## config.mk

```make
export PLATFORM = sky130hd
export DESIGN_NAME = disk_seek_scheduler
export DESIGN_NICKNAME = d
export VERILOG_FILES = /design/src/sv/dss_pkg.sv /design/src/sv/disk_seek_scheduler.sv
export SDC_FILE = /design/constraint.sdc
export NUM_CORES = 1
export LEC_CHECK = 0
export BUFFER_PORTS_ARGS = -buffer_cell sky130_fd_sc_hd__buf_4
export CAP_MARGIN = 20
export CORE_UTILIZATION = 50
export CTS_CLUSTER_SIZE = 28
export DETAILED_ROUTE_END_ITERATION = 16
export MAX_ROUTING_LAYER = met4
export PLACE_DENSITY = 0.77
export SLEW_MARGIN = 20
export SYNTH_ARGS = -nofsm -noshare
export SYNTH_HDL_FRONTEND = slang
export SYNTH_SLANG_ARGS = --single-unit
export TNS_END_PERCENT = 10
```

## constraint.sdc

```tcl
create_clock -name clk -period 10.7 [get_ports clk]
set_clock_uncertainty 0.15 [all_clocks]
set_input_delay 1.605 -clock clk [delete_from_list [all_inputs] [get_ports clk]]
set_output_delay 1.605 -clock clk [all_outputs]
set_load 0.05 [all_outputs]
```

## src/sv/dss_pkg.sv

```systemverilog
// Shared constants, types and state codes of the disk seek scheduler.
`timescale 1ns / 1ps

package dss_pkg;

  localparam int MAX_REQUESTS = 16;
  localparam int CYL_W        = 16;
  localparam int TOTAL_W      = 21;
  localparam int ADDR_W       = 4;
  localparam int DATA_W       = 32;

  // Sorted list holds the requests plus the head and, in C-SCAN, both disk ends.
  localparam int SRT_DEPTH = MAX_REQUESTS + 3;
  localparam int SRT_AW    = $clog2(SRT_DEPTH);
  localparam int SIDX_W    = $clog2(SRT_DEPTH + 1);
  localparam int CNT_W     = $clog2(MAX_REQUESTS + 1);
  localparam int RIDX_W    = (MAX_REQUESTS > 1) ? $clog2(MAX_REQUESTS) : 1;

  typedef logic [CYL_W-1:0]   cyl_t;
  typedef logic [TOTAL_W-1:0] total_t;
  typedef logic [SIDX_W-1:0]  sidx_t;
  typedef logic [CNT_W-1:0]   cnt_t;

  // Register indexes (byte address / 4).
  localparam logic [1:0] REG_ALGORITHM     = 2'd0;
  localparam logic [1:0] REG_HEAD_POSITION = 2'd1;
  localparam logic [1:0] REG_DISK_SIZE     = 2'd2;

  // Scheduling modes; the unused code behaves as FCFS.
  localparam logic [1:0] ALG_CSCAN = 2'd0;
  localparam logic [1:0] ALG_SCAN  = 2'd1;
  localparam logic [1:0] ALG_FCFS  = 2'd2;

  localparam logic [16:0] DISK_SIZE_RESET = 17'd200;

  typedef enum logic [2:0] {
    S_IDLE,
    S_HEAD,
    S_LOAD,
    S_INS,
    S_FIND,
    S_FETCH,
    S_MOVE,
    S_WAIT
  } dss_state_t;

  typedef enum logic {
    PH_UP,
    PH_DOWN
  } sweep_phase_t;

endpackage

```

## src/sv/disk_seek_scheduler.sv

```systemverilog
// Disk seek scheduler: request store, insertion sort and movement sequencer.
`timescale 1ns / 1ps

// Requests are collected one per cycle; the request flagged last closes the batch
// and the block stalls its input until every movement has been taken. All compares,
// clamps and distances go through one 16-bit subtract unit. In FCFS each stored
// request becomes one movement. In C-SCAN and SCAN the batch is first sorted by
// insertion together with the head (and, in C-SCAN, cylinder 0 and the last
// cylinder): each entry is loaded, then compared against the sorted entries with
// larger ones shifted up, and the sorted list is then scanned to locate the head.
// Each movement then goes through fetch target, compute and present, held while
// the output is stalled. A request arriving while the store is full is dropped.
module disk_seek_scheduler
  import dss_pkg::*;
(
  input  logic              clk,
  input  logic              rst_n,
  // request channel
  input  logic              in_valid,
  output logic              in_stall,
  input  logic [15:0]       in_request_cylinder,
  input  logic              in_last_request,
  // movement channel
  output logic              out_valid,
  input  logic              out_stall,
  output logic [15:0]       out_move_from,
  output logic [15:0]       out_move_to,
  output logic [15:0]       out_move_distance,
  output logic [20:0]       out_total_seek,
  output logic              out_last_move,
  // configuration
  input  logic              psel,
  input  logic              penable,
  input  logic              pwrite,
  input  logic [ADDR_W-1:0] paddr,
  input  logic [DATA_W-1:0] pwdata,
  output logic [DATA_W-1:0] prdata,
  output logic              pready
);

  dss_state_t   state_r, state_nxt;

  logic [1:0]   algorithm_r;
  cyl_t         head_position_r;
  logic [16:0]  disk_size_r;

  cnt_t         cnt_r, cnt_nxt;
  cnt_t         n_r, n_nxt;
  cyl_t         req_r [MAX_REQUESTS];
  cyl_t         srt_r [SRT_DEPTH];

  cyl_t         lastc_r, lastc_nxt;
  cyl_t         head_r, head_nxt;
  cyl_t         cur_r, cur_nxt;
  cyl_t         t_r, t_nxt;
  cyl_t         v_r, v_nxt;
  sidx_t        m_r, m_nxt;
  sidx_t        k_r, k_nxt;
  sidx_t        j_r, j_nxt;
  sidx_t        len_r, len_nxt;
  sidx_t        idx_r, idx_nxt;
  sidx_t        dn_r, dn_nxt;
  sidx_t        tot_r, tot_nxt;
  sidx_t        mv_r, mv_nxt;
  sweep_phase_t ph_r, ph_nxt;
  logic         hit_top_r, hit_top_nxt;
  total_t       seek_r, seek_nxt;

  logic         out_valid_r, out_valid_nxt;
  cyl_t         out_from_r, out_from_nxt;
  cyl_t         out_to_r, out_to_nxt;
  cyl_t         out_dist_r, out_dist_nxt;
  total_t       out_total_r, out_total_nxt;
  logic         out_last_r, out_last_nxt;

  // Shared subtract unit.
  cyl_t         alu_a, alu_b;
  logic [16:0]  alu_diff;
  logic         alu_borrow, alu_eq, alu_gt;
  cyl_t         alu_abs;

  logic         in_acc;
  logic         is_cscan, is_scan, is_fcfs;
  logic         store_room;
  cyl_t         lastc_calc;
  sidx_t        sched_tot;
  logic         ins_done;
  logic         req_we;
  logic [RIDX_W-1:0] req_ra;
  cyl_t         req_rd;
  sidx_t        srt_ra;
  cyl_t         srt_rd;
  logic         srt_we;
  sidx_t        srt_wa;
  cyl_t         srt_wd;
  cyl_t         ld_src;
  cyl_t         tsrc;
  logic [TOTAL_W:0] seek_sum;

  assign in_acc     = in_valid && !in_stall;
  assign is_cscan   = (algorithm_r == ALG_CSCAN);
  assign is_scan    = (algorithm_r == ALG_SCAN);
  assign is_fcfs    = !is_cscan && !is_scan;
  assign store_room = (cnt_r < cnt_t'(MAX_REQUESTS));

  // Zero cylinders is treated as one; anything above 65536 as 65536.
  always_comb begin
    if (disk_size_r == 17'd0) begin
      lastc_calc = '0;
    end else if (disk_size_r[16]) begin
      lastc_calc = '1;
    end else begin
      lastc_calc = disk_size_r[15:0] - cyl_t'(1);
    end
  end

  assign alu_diff   = {1'b0, alu_a} - {1'b0, alu_b};
  assign alu_borrow = alu_diff[16];
  assign alu_eq     = (alu_diff[15:0] == '0);
  assign alu_gt     = !alu_borrow && !alu_eq;
  assign alu_abs    = alu_borrow ? (~alu_diff[15:0] + cyl_t'(1)) : alu_diff[15:0];

  assign req_rd = req_r[req_ra];
  assign srt_rd = srt_r[srt_ra[SRT_AW-1:0]];

  assign ins_done = (j_r == '0) || !alu_gt;

  // Number of movements of the batch, known once the head has been located.
  always_comb begin
    if (is_fcfs) begin
      sched_tot = sidx_t'(n_r);
    end else if (is_cscan) begin
      sched_tot = m_r - sidx_t'(1);
    end else begin
      sched_tot = m_r - sidx_t'(1) + sidx_t'(!hit_top_r);
    end
  end

  // Next state.
  always_comb begin
    state_nxt = state_r;
    case (state_r)
      S_IDLE: begin
        if (in_acc && in_last_request) state_nxt = S_HEAD;
      end
      S_HEAD: begin
        if (!is_fcfs) begin
          state_nxt = S_LOAD;
        end else if (n_r == '0) begin
          state_nxt = S_IDLE;
        end else begin
          state_nxt = S_FETCH;
        end
      end
      S_LOAD: state_nxt = S_INS;
      S_INS: begin
        if (ins_done) begin
          state_nxt = (k_r + sidx_t'(1) == m_r) ? S_FIND : S_LOAD;
        end
      end
      S_FIND: begin
        if (alu_eq) state_nxt = (sched_tot == '0) ? S_IDLE : S_FETCH;
      end
      S_FETCH: state_nxt = S_MOVE;
      S_MOVE:  state_nxt = S_WAIT;
      S_WAIT: begin
        if (!out_stall) state_nxt = out_last_r ? S_IDLE : S_FETCH;
      end
      default: state_nxt = S_IDLE;
    endcase
  end

  // Datapath control and register updates.
  always_comb begin
    cnt_nxt       = cnt_r;
    n_nxt         = n_r;
    lastc_nxt     = lastc_r;
    head_nxt      = head_r;
    cur_nxt       = cur_r;
    t_nxt         = t_r;
    v_nxt         = v_r;
    m_nxt         = m_r;
    k_nxt         = k_r;
    j_nxt         = j_r;
    len_nxt       = len_r;
    idx_nxt       = idx_r;
    dn_nxt        = dn_r;
    tot_nxt       = tot_r;
    mv_nxt        = mv_r;
    ph_nxt        = ph_r;
    hit_top_nxt   = hit_top_r;
    seek_nxt      = seek_r;
    out_valid_nxt = out_valid_r;
    out_from_nxt  = out_from_r;
    out_to_nxt    = out_to_r;
    out_dist_nxt  = out_dist_r;
    out_total_nxt = out_total_r;
    out_last_nxt  = out_last_r;
    alu_a         = '0;
    alu_b         = '0;
    req_we        = 1'b0;
    req_ra        = idx_r[RIDX_W-1:0];
    srt_ra        = '0;
    srt_we        = 1'b0;
    srt_wa        = j_r;
    srt_wd        = v_r;
    ld_src        = lastc_r;
    tsrc          = '0;
    seek_sum      = '0;
    in_stall      = 1'b1;

    case (state_r)
      S_IDLE: begin
        in_stall = 1'b0;
        if (in_acc) begin
          if (store_room) begin
            req_we  = 1'b1;
            cnt_nxt = cnt_r + cnt_t'(1);
          end
          if (in_last_request) begin
            n_nxt     = store_room ? cnt_r + cnt_t'(1) : cnt_r;
            cnt_nxt   = '0;
            lastc_nxt = lastc_calc;
          end
        end
      end
      S_HEAD: begin
        alu_a       = head_position_r;
        alu_b       = lastc_r;
        head_nxt    = alu_gt ? lastc_r : head_position_r;
        cur_nxt     = head_nxt;
        seek_nxt    = '0;
        mv_nxt      = '0;
        idx_nxt     = '0;
        k_nxt       = '0;
        len_nxt     = '0;
        hit_top_nxt = 1'b0;
        tot_nxt     = sidx_t'(n_r);
        m_nxt       = sidx_t'(n_r) + (is_cscan ? sidx_t'(3) : sidx_t'(1));
      end
      S_LOAD: begin
        // List order: stored requests, the head, then cylinder 0 and the last cylinder.
        req_ra = k_r[RIDX_W-1:0];
        if (k_r < sidx_t'(n_r)) begin
          ld_src = req_rd;
        end else if (k_r == sidx_t'(n_r)) begin
          ld_src = head_r;
        end else if (k_r == sidx_t'(n_r) + sidx_t'(1)) begin
          ld_src = '0;
        end else begin
          ld_src = lastc_r;
        end
        alu_a       = ld_src;
        alu_b       = lastc_r;
        v_nxt       = alu_gt ? lastc_r : ld_src;
        hit_top_nxt = hit_top_r | !alu_borrow;
        j_nxt       = len_r;
      end
      S_INS: begin
        srt_ra = (j_r == '0) ? sidx_t'(0) : j_r - sidx_t'(1);
        alu_a  = srt_rd;
        alu_b  = v_r;
        srt_we = 1'b1;
        srt_wa = j_r;
        if (!ins_done) begin
          srt_wd = srt_rd;
          j_nxt  = j_r - sidx_t'(1);
        end else begin
          srt_wd  = v_r;
          len_nxt = len_r + sidx_t'(1);
          k_nxt   = k_r + sidx_t'(1);
          idx_nxt = '0;
        end
      end
      S_FIND: begin
        srt_ra = idx_r;
        alu_a  = srt_rd;
        alu_b  = head_r;
        if (alu_eq) begin
          tot_nxt = sched_tot;
          dn_nxt  = idx_r - sidx_t'(1);
          ph_nxt  = PH_UP;
          if (is_cscan && (idx_r + sidx_t'(1) == m_r)) begin
            idx_nxt = '0;
          end else begin
            idx_nxt = idx_r + sidx_t'(1);
          end
        end else begin
          idx_nxt = idx_r + sidx_t'(1);
        end
      end
      S_FETCH: begin
        if (is_fcfs) begin
          tsrc    = req_rd;
          idx_nxt = idx_r + sidx_t'(1);
        end else if (is_cscan) begin
          // C-SCAN walks the sorted list circularly from just above the head.
          srt_ra  = idx_r;
          tsrc    = srt_rd;
          idx_nxt = (idx_r + sidx_t'(1) == m_r) ? sidx_t'(0) : idx_r + sidx_t'(1);
        end else if (ph_r == PH_UP && idx_r != m_r) begin
          srt_ra  = idx_r;
          tsrc    = srt_rd;
          idx_nxt = idx_r + sidx_t'(1);
        end else if (ph_r == PH_UP && !hit_top_r) begin
          // The upward sweep ends on the last cylinder even without a request there.
          tsrc   = lastc_r;
          ph_nxt = PH_DOWN;
        end else begin
          srt_ra = dn_r;
          tsrc   = srt_rd;
          dn_nxt = dn_r - sidx_t'(1);
          ph_nxt = PH_DOWN;
        end
        alu_a = tsrc;
        alu_b = lastc_r;
        t_nxt = alu_gt ? lastc_r : tsrc;
      end
      S_MOVE: begin
        alu_a         = cur_r;
        alu_b         = t_r;
        seek_sum      = {1'b0, seek_r} + (TOTAL_W + 1)'(alu_abs);
        seek_nxt      = seek_sum[TOTAL_W] ? '1 : seek_sum[TOTAL_W-1:0];
        out_from_nxt  = cur_r;
        out_to_nxt    = t_r;
        out_dist_nxt  = alu_abs;
        out_total_nxt = seek_nxt;
        out_last_nxt  = (mv_r + sidx_t'(1) == tot_r);
        out_valid_nxt = 1'b1;
        cur_nxt       = t_r;
        mv_nxt        = mv_r + sidx_t'(1);
      end
      S_WAIT: begin
        if (!out_stall) out_valid_nxt = 1'b0;
      end
      default: begin
        in_stall = 1'b1;
      end
    endcase
  end

  // Control state and configuration registers.
  always_ff @(posedge clk) begin
    if (!rst_n) begin
      state_r         <= S_IDLE;
      cnt_r           <= '0;
      out_valid_r     <= 1'b0;
      seek_r          <= '0;
      algorithm_r     <= ALG_CSCAN;
      head_position_r <= '0;
      disk_size_r     <= DISK_SIZE_RESET;
    end else begin
      state_r     <= state_nxt;
      cnt_r       <= cnt_nxt;
      out_valid_r <= out_valid_nxt;
      seek_r      <= seek_nxt;
      if (psel && penable && pwrite) begin
        case (paddr[3:2])
          REG_ALGORITHM:     algorithm_r     <= pwdata[1:0];
          REG_HEAD_POSITION: head_position_r <= pwdata[15:0];
          REG_DISK_SIZE:     disk_size_r     <= pwdata[16:0];
          default: ;
        endcase
      end
    end
  end

  // Payload and working registers.
  always_ff @(posedge clk) begin
    if (req_we) req_r[cnt_r[RIDX_W-1:0]] <= in_request_cylinder;
    if (srt_we) srt_r[srt_wa[SRT_AW-1:0]] <= srt_wd;
    n_r         <= n_nxt;
    lastc_r     <= lastc_nxt;
    head_r      <= head_nxt;
    cur_r       <= cur_nxt;
    t_r         <= t_nxt;
    v_r         <= v_nxt;
    m_r         <= m_nxt;
    k_r         <= k_nxt;
    j_r         <= j_nxt;
    len_r       <= len_nxt;
    idx_r       <= idx_nxt;
    dn_r        <= dn_nxt;
    tot_r       <= tot_nxt;
    mv_r        <= mv_nxt;
    ph_r        <= ph_nxt;
    hit_top_r   <= hit_top_nxt;
    out_from_r  <= out_from_nxt;
    out_to_r    <= out_to_nxt;
    out_dist_r  <= out_dist_nxt;
    out_total_r <= out_total_nxt;
    out_last_r  <= out_last_nxt;
  end

  always_comb begin
    case (paddr[3:2])
      REG_ALGORITHM:     prdata = DATA_W'(algorithm_r);
      REG_HEAD_POSITION: prdata = DATA_W'(head_position_r);
      REG_DISK_SIZE:     prdata = DATA_W'(disk_size_r);
      default:           prdata = '0;
    endcase
  end

  assign pready            = 1'b1;
  assign out_valid         = out_valid_r;
  assign out_move_from     = out_from_r;
  assign out_move_to       = out_to_r;
  assign out_move_distance = out_dist_r;
  assign out_total_seek    = out_total_r;
  assign out_last_move     = out_last_r;

  // A movement is only presented while the sequencer waits for it to be taken.
  a_out_only_in_wait: assert property (@(posedge clk) disable iff (!rst_n)
    out_valid_r |-> (state_r == S_WAIT))
    else $error("movement presented outside the wait state");

  a_store_bound: assert property (@(posedge clk) disable iff (!rst_n)
    cnt_r <= cnt_t'(MAX_REQUESTS))
    else $error("request count beyond store depth");

  // The final movement being taken must return the block to request intake.
  a_last_frees_input: assert property (@(posedge clk) disable iff (!rst_n)
    (out_valid && !out_stall && out_last_move) |=> !in_stall)
    else $error("input still stalled after final movement");

  a_move_within_count: assert property (@(posedge clk) disable iff (!rst_n)
    (state_r == S_MOVE) |-> (mv_r < tot_r))
    else $error("movement emitted beyond the batch count");

  a_insert_bound: assert property (@(posedge clk) disable iff (!rst_n)
    (state_r == S_INS) |-> (j_r <= len_r && len_r < m_r))
    else $error("insertion index outside sorted list");

endmodule
```

== After elaboration in Yosys (flattened, before gate mapping) ==
Memory sizes are Yosys's and may differ from the RTL's.
Cells that the tools add are included.

* Input port bits: 60
* Memory bits (writable): 560
* Logic and storage cells: 206
* Output and inout bits: 105
* Bits in registers: 262
* Memories kept: 2

{| class="wikitable"
|+ Memories
! name !! depth !! width !! rd ports !! clocked after Yosys merged registers in !! wr ports !! line !! text
|-
| srt_r || 19 || 16 || 1 || 0 || 1 || disk_seek_scheduler.sv:50 || <nowiki>cyl_t srt_r [SRT_DEPTH];</nowiki>
|-
| req_r || 16 || 16 || 1 || 0 || 1 || disk_seek_scheduler.sv:49 || <nowiki>cyl_t req_r [MAX_REQUESTS];</nowiki>
|}

* Reductions and logical operators: 47
* Bitwise logic cells: 3
* Add/subtract/negate cells: 16
* Eq/ne operators: 26
* Muxes and demuxes: 82
* Magnitude comparators: 2

{| class="wikitable"
|+ Operators by type and width
! operator !! count
|-
| 2-to-1 mux 16 bit || 14
|-
| 2-to-1 mux 5 bit || 25
|-
| case mux 16 bit (5 select lines) || 1
|-
| case mux 16 bit (4 select lines) || 1
|-
| case mux 5 bit (2 select lines) || 6
|-
| case mux 17 bit (3 select lines) || 1
|-
| case mux 21 bit (2 select lines) || 1
|-
| case mux 16 bit (2 select lines) || 1
|-
| adder 5 x 1 -> 5 bit (second input constant) || 6
|-
| 2-to-1 mux 3 bit || 9
|-
| == test 5 bit || 5
|-
| case mux 3 bit (8 select lines) || 1
|-
| adder 21 x 16 -> 22 bit || 1
|-
| 2-to-1 mux 21 bit || 1
|-
| case mux 5 bit (4 select lines) || 1
|-
| subtractor 5 x 1 -> 5 bit (second input constant) || 4
|-
| zero test 17 bit || 1
|-
| subtractor 16 x 16 -> 17 bit || 1
|-
| adder 16 x 1 -> 16 bit (second input constant) || 1
|-
| zero test 16 bit || 1
|-
| inequality test 2 bit (second input constant) || 8
|-
| NOT 16 bit || 1
|-
| AND reduction 2 bit || 8
|-
| subtractor 16 x 1 -> 16 bit (second input constant) || 1
|-
| 33 further kinds || 76
|}

== Longest topological paths before layout ==
An unclocked memory read counts as a cell.

* Depth in word-level cells: 21
* Depth in mapped cells: 39
* Mapped depth without buffers: 33

== Worst setup path after synthesis ==
OpenSTA, ideal clock, no wires.

* Path type: reg2reg
* Start point: register state_r[2]
* End point: register out_total_r[18] (netlist: out_total_seek[18]) (data pin)
* Data arrival time: 7881 ps
* Setup slack: 2409 ps
* Period minus slack after synthesis: 8291 ps
* Data required time: 10290 ps
* Path buffers: 5
* Cell stages (with the launch flop): 30
* Setup time: 260 ps
* Cell sequence: dfxtp_1 > clkbuf_1 > nor2b_1 > nand2_1 > inv_1 > clkbuf_1 > clkbuf_1 > a222oi_1 > o21ai_0 > ha_1 > clkbuf_1 > and4_1 > o2111ai_1 > a21oi_1 > or3_1 > a21oi_1 > o21ai_1 > clkbuf_1 > nor2_1 > xor2_1 > ha_1 > o21a_1 > o21a_1 > and3_1 > a22o_1 > o211ai_1 > o21a_1 > o21ai_1 > nand3_1 > mux2_2

* Word-level cells in the longest chain between the ends: 14
* Elaborated cells between the ends (all ways): 25
* Those cells by class: add/sub (3); eq/ne (6); mux (11); bitwise (1); reduce/logical (2); memory (2)

{| class="wikitable"
|+ Ends and longest elaborated chain
! what !! line !! text
|-
| from (decl) || disk_seek_scheduler.sv:41 || <nowiki>dss_state_t state_r, state_nxt;</nowiki>
|-
| from (signal assigned) || disk_seek_scheduler.sv:353 || <nowiki>state_r <= state_nxt;</nowiki>
|-
| == test 3 bit / == test 3 x 2 -> 1 bit (equally long branches) || disk_seek_scheduler.sv:212 || <nowiki>case (state_r)</nowiki>
|-
| case mux 5 bit (3 select lines) || disk_seek_scheduler.sv:212 ||
|-
| memory read (19 x 16 bit) || n/a ||
|-
| 2-to-1 mux 16 bit || disk_seek_scheduler.sv:305 || <nowiki>end else if (ph_r == PH_UP && !hit_top_r) begin</nowiki>
|-
| 2-to-1 mux 16 bit || disk_seek_scheduler.sv:301 || <nowiki>end else if (ph_r == PH_UP && idx_r != m_r) begin</nowiki>
|-
| 2-to-1 mux 16 bit || disk_seek_scheduler.sv:296 || <nowiki>end else if (is_cscan) begin</nowiki>
|-
| 2-to-1 mux 16 bit || disk_seek_scheduler.sv:293 || <nowiki>if (is_fcfs) begin</nowiki>
|-
| case mux 16 bit (5 select lines) || disk_seek_scheduler.sv:212 ||
|-
| subtractor 16 x 16 -> 17 bit (*) || disk_seek_scheduler.sv:117 || <nowiki>assign alu_diff = {1'b0, alu_a} - {1'b0, alu_b};</nowiki>
|-
| NOT 16 bit || disk_seek_scheduler.sv:121 || <nowiki>assign alu_abs = alu_borrow ? (~alu_diff[15:0] + cyl_t'(1)) : alu_diff[15:0];</nowiki>
|-
| adder 16 x 1 -> 16 bit || disk_seek_scheduler.sv:121 ||
|-
| 2-to-1 mux 16 bit (*) || disk_seek_scheduler.sv:121 ||
|-
| via alu_abs[5] || disk_seek_scheduler.sv:80 || <nowiki>cyl_t alu_abs;</nowiki>
|-
| adder 21 x 16 -> 22 bit (*) || disk_seek_scheduler.sv:322 || <nowiki>seek_sum = {1'b0, seek_r} + (TOTAL_W + 1)'(alu_abs);</nowiki>
|-
| 2-to-1 mux 21 bit (*) || disk_seek_scheduler.sv:323 || <nowiki>seek_nxt = seek_sum[TOTAL_W] ? '1 : seek_sum[TOTAL_W-1:0];</nowiki>
|-
| to (signal assigned) || disk_seek_scheduler.sv:391 || <nowiki>out_total_r <= out_total_nxt;</nowiki>
|-
| to (decl) || disk_seek_scheduler.sv:73 || <nowiki>total_t out_total_r, out_total_nxt;</nowiki>
|}

Mark *: on every way through the listed nets, which the timed path passes. The rest lies on a longest branch.
A chain may end at the register's enable or synchronous reset.

== Worst setup path after layout ==
* Start point: register state_r[2]
* End point: register out_total_r[19] (netlist: out_total_seek[19]) (data pin)

The elaborated chain is that of the path after synthesis.

==> impl_results.md <==
* Simple-gate portion of the synthesized area at 0.1241
* Power density over the cells at 321.2 nW/um^2
* Starting Density at 0.5052
* Commonest non-fill, non-tap cell in the layout: edfxtp_1
* Die Ht at around 280 um
* Number of remaining DRC errors at 0
* Worst Path Max Fanout at 60
* Most Frequent Cell on Critical Path: ha_1
* DRT iter0 DRCs at between 2000 and 3000
* Setup WS post-layout at between 800 and 900 ps
* Crit Reg-Reg Endpoint: out_total_seek[19]
* # IOs at ~170
* F_max at 101.4 MHz
* Number of hold buffers added after cts at 0
* Crit Path Class: reg2reg
* Vias at roughly 26000
* Core footprint at 74450 sq um
* # rows at 100
* Pint at 7.994 mW
* Max Slew Vio Count at 0
* Worst VDD drop at 0.0003351 V
* Worst R2R Path Depth at 26
* Tightest Hold Check Type: reg2reg
* First drt pass iteration count at 7
* Area occupied by multi-input gates at ~13000 sq um
* Die W at about 280 um
* P_sw at roughly 5.7 mW
* Global-route wire length before repair at between 100000 and 150000 um
* Total global-route track usage at 0.2551
* Post-synth cell types at between 90 and 100
* RSZ-0062 raised after global routing: no
* Skew-Pair Late Insertion Delay at roughly 660 ps
* Worst Path Buf+Inv at 2
* Setup WS pre-CTS at ~1000 ps
* FF+latch count, synth at approximately 820
* Share of cells above drive strength 1 at 0.1307
* Final HPWL DP at around 62000 um
* Largest family of logic cells by synthesized area: simple AND/OR/NAND/NOR gates
* Synth Area in Compound Gates at 0.1125
* Final Instance Area at ~42000 sq um
* Per-cell routed wire length at roughly 23 um
* Vias in the first global route at 25150
* Routability Congestion at around 0.96
* Post-layout min period at around 10000 ps
* Final Cycle Share at 0.9213
* Clock network fraction of total power at 0.209
* XOR/XNOR share of the synthesized area at 0.02305
* Hold Path Sink: out_move_from[12]
* Seq/Total Area, Yosys at 0.6389
* Port buffer count at roughly 130
* Clock Path Buffers at 3
* Area growth, synth to finish at 12.98%
* Setup TNS at 0 ps
* Ys flop type: edfxtp_1
* Area after DPL at roughly 40000 sq um
* CP Launch Type: flop
* Die area at between 70000 and 80000 sq um
* CP peak stage delay at 750 ps
* Depth of the worst hold-timing path at 0
* Total CTS buffers at 81
* Placed cells at about 4000
* Slowest CP cell: dfxtp_1
* Mapped Cells at around 3000
* Synth warnings at 0
* Sw Share at 0.4144
* Most frequent cells in the layout: edfxtp_1 (757), nand2_1 (511), buf_4 (220)
* Final Util at 0.5708
* EDFF count, synth at 757
* Initial antenna violation count at 1
* Asr flop ratio synth at 0
* Crit. End Element: flop
* Clock transition at the registers of the reported paths at 60 ps
* Final hold violation count at 0
* # nets final at around 3300
* Static leakage at about 15 nW
* Clock Sinks at approximately 800
* Root buffer cell: clkbuf_16
* Worst hold start: cur_r[12]
* Comb power frac at 0.463
* Crit path from: state_r[2]
* Layout fillers at slightly below 6000
* Status: complete, no violations
* Synth Area in Adders at 0.02089
* Slew @ Worst Pin at about 1200 ps
* Crit path max-delay family: compound AO/OA/AOI/OAI gates
* Pin count of the biggest net entering global routing at 65
* Max-Cap Viols at 0
* Via density at slightly above 6
* Fraction of synthesized area in multiplexers at 0.05103
* Gr ovfl total at 0
* Post-DRT Antenna Nets at 0
* WP data required at between 10000 and 15000 ps
* CTS tree: built
* R2r setup slk at 840 ps
* Post-synthesis cell area at roughly 38000 sq um
* FF+latch area at about 24000 sq um
* Drt total wl at between 90000 and 100000 um
* Crit path DAT at 10110 ps
* Final setup fails at 0
* Fin cells at between 4000 and 5000
* Reg power frac at 0.328
* Rel. slew slack at 0.2207
* Avg Cell Area, Syn at approximately 12 sq um
* Critical R2R Launch: state_r[2]
* CTS H-tree depth at 3
* Post-cts resize count at 0
* Post-CTS setup buffers at 0
## worst max path at each step
| stage | endpoint | slack, ps | cells past startpoint |
|---|---|---|---|
| floorplan | out_total_seek[18] | 2410 | 29 |
| global placement | out_total_seek[18] | 1090 | 32 |
| detailed placement | out_total_seek[18] | 1050 | 31 |
| CTS | out_total_seek[18] | 1010 | 32 |
| global route | out_total_seek[19] | 330 | 29 |
| finish | out_total_seek[19] | 840 | 26 |
## worst register-to-register path: stages (launching register included)
cell	delay, ps
dfxtp_1	750
nand2_1	160
inv_1	400
nand4_1	160
o21ai_1	630
a221o_2	360
buf_4	710
mux4_2	520
a22oi_1	480
o311a_1	420
o211ai_1	160
ha_1	320
nor2b_1	150
o2111ai_1	200
a31oi_1	370
a211oi_1	180
nor4_2	370
or3b_1	590
or4_4	610
or2b_1	180
xnor2_1	250
ha_1	370
a21o_1	170
a31o_2	230
a21oi_1	330
nor2_1	130
mux2_2	290
## logic make-up after synthesis
group / Yosys count
AOI/OAI and AO/OA: 612
xor gates and xnor gates: 99
adders and majority gates: 61
buffers and inverters: 256
DFF: 822
muxes: 167
other: 2
and+or+nand+nor: 1025
## flip-flops by register name (all words and copies together), names as in the netlist, 16 cells and up
signal             cells
req_r                256
out_move_from         16
lastc_r               16
out_move_to           16
out_move_distance     16
disk_size_r           17
seek_r                21
cur_r                 16
v_r                   16
head_position_r       16
t_r                   16
out_total_seek        21
srt_r                304
head_r                16
## synthesized netlist by cell type (all sizes together), types with 10 or more instances
cell type / n / area (sq um)
xor2: 46 / 402.9
a22o: 33 / 289.0
mux2i: 134 / 1345
nor2b: 18 / 112.6
and2: 48 / 300.3
xnor2: 53 / 464.2
nor4: 11 / 81.32
o31ai: 17 / 132.6
nor2: 171 / 641.9
a211oi: 47 / 352.8
or3: 11 / 68.82
dfxtp: 65 / 1301
nand4: 52 / 325.3
a21o: 21 / 157.7
a22oi: 36 / 275.3
nand3: 61 / 305.3
inv: 54 / 202.7
a31oi: 44 / 275.3
o211ai: 10 / 75.07
nor3: 44 / 225.2
o22ai: 29 / 181.4
ha: 58 / 725.7
a311oi: 48 / 420.4
nand2: 512 / 1924
mux4: 18 / 405.4
nand2b: 21 / 131.4
o21a: 22 / 166.4
clkbuf: 118 / 442.9
o21ai: 77 / 389.1
a21oi: 143 / 715.7
buf: 83 / 449.2
and3: 38 / 237.7
mux2: 15 / 168.9
edfxtp: 757 / 22730
## layout make-up
cell class / count / area share
sequential: 822 / 0.5655
multi-input combinational: 1980 / 0.2989
clock buffer: 110 / 0.05167
timing repair buffer: 221 / 0.03933
tap: 969 / 0.02853
clock inverter: 40 / 0.01110
inverter: 55 / 0.004887
antenna: 1 / 0.00005888
## power by group through the flow
stage,combinational [mW],sequential (mW),clock (mW)
2_1_floorplan,4.38,4.48,0
3_3_place_gp,6.03,4.53,0
3_5_place_dp,6.17,4.53,0
4_1_cts,6.21,4.47,2.88
5_1_grt,6.85,4.49,3.00
6_report,6.32,4.47,2.86
## metrics by stage
stage | power (mW) | hold WS, ps
6_report | 13.65 | 323.6
5_1_grt | 14.34 | 335.0
4_1_cts | 13.56 | 320.6
3_5_place_dp | 10.71 | 296.6
3_3_place_gp | 10.56 | 300.7
2_1_floorplan | 8.868 | 277.3
## metal layers
layer,vias to the layer above,GRT usage,share of wire
met5,-,-,0
met4,0,0.1245,0.049
met3,288,0.05095,0.089
met2,1309,0.4080,0.48
met1,12570,0.3105,0.38
li1,11710,-,-
Power figures use the tool's default switching activity.
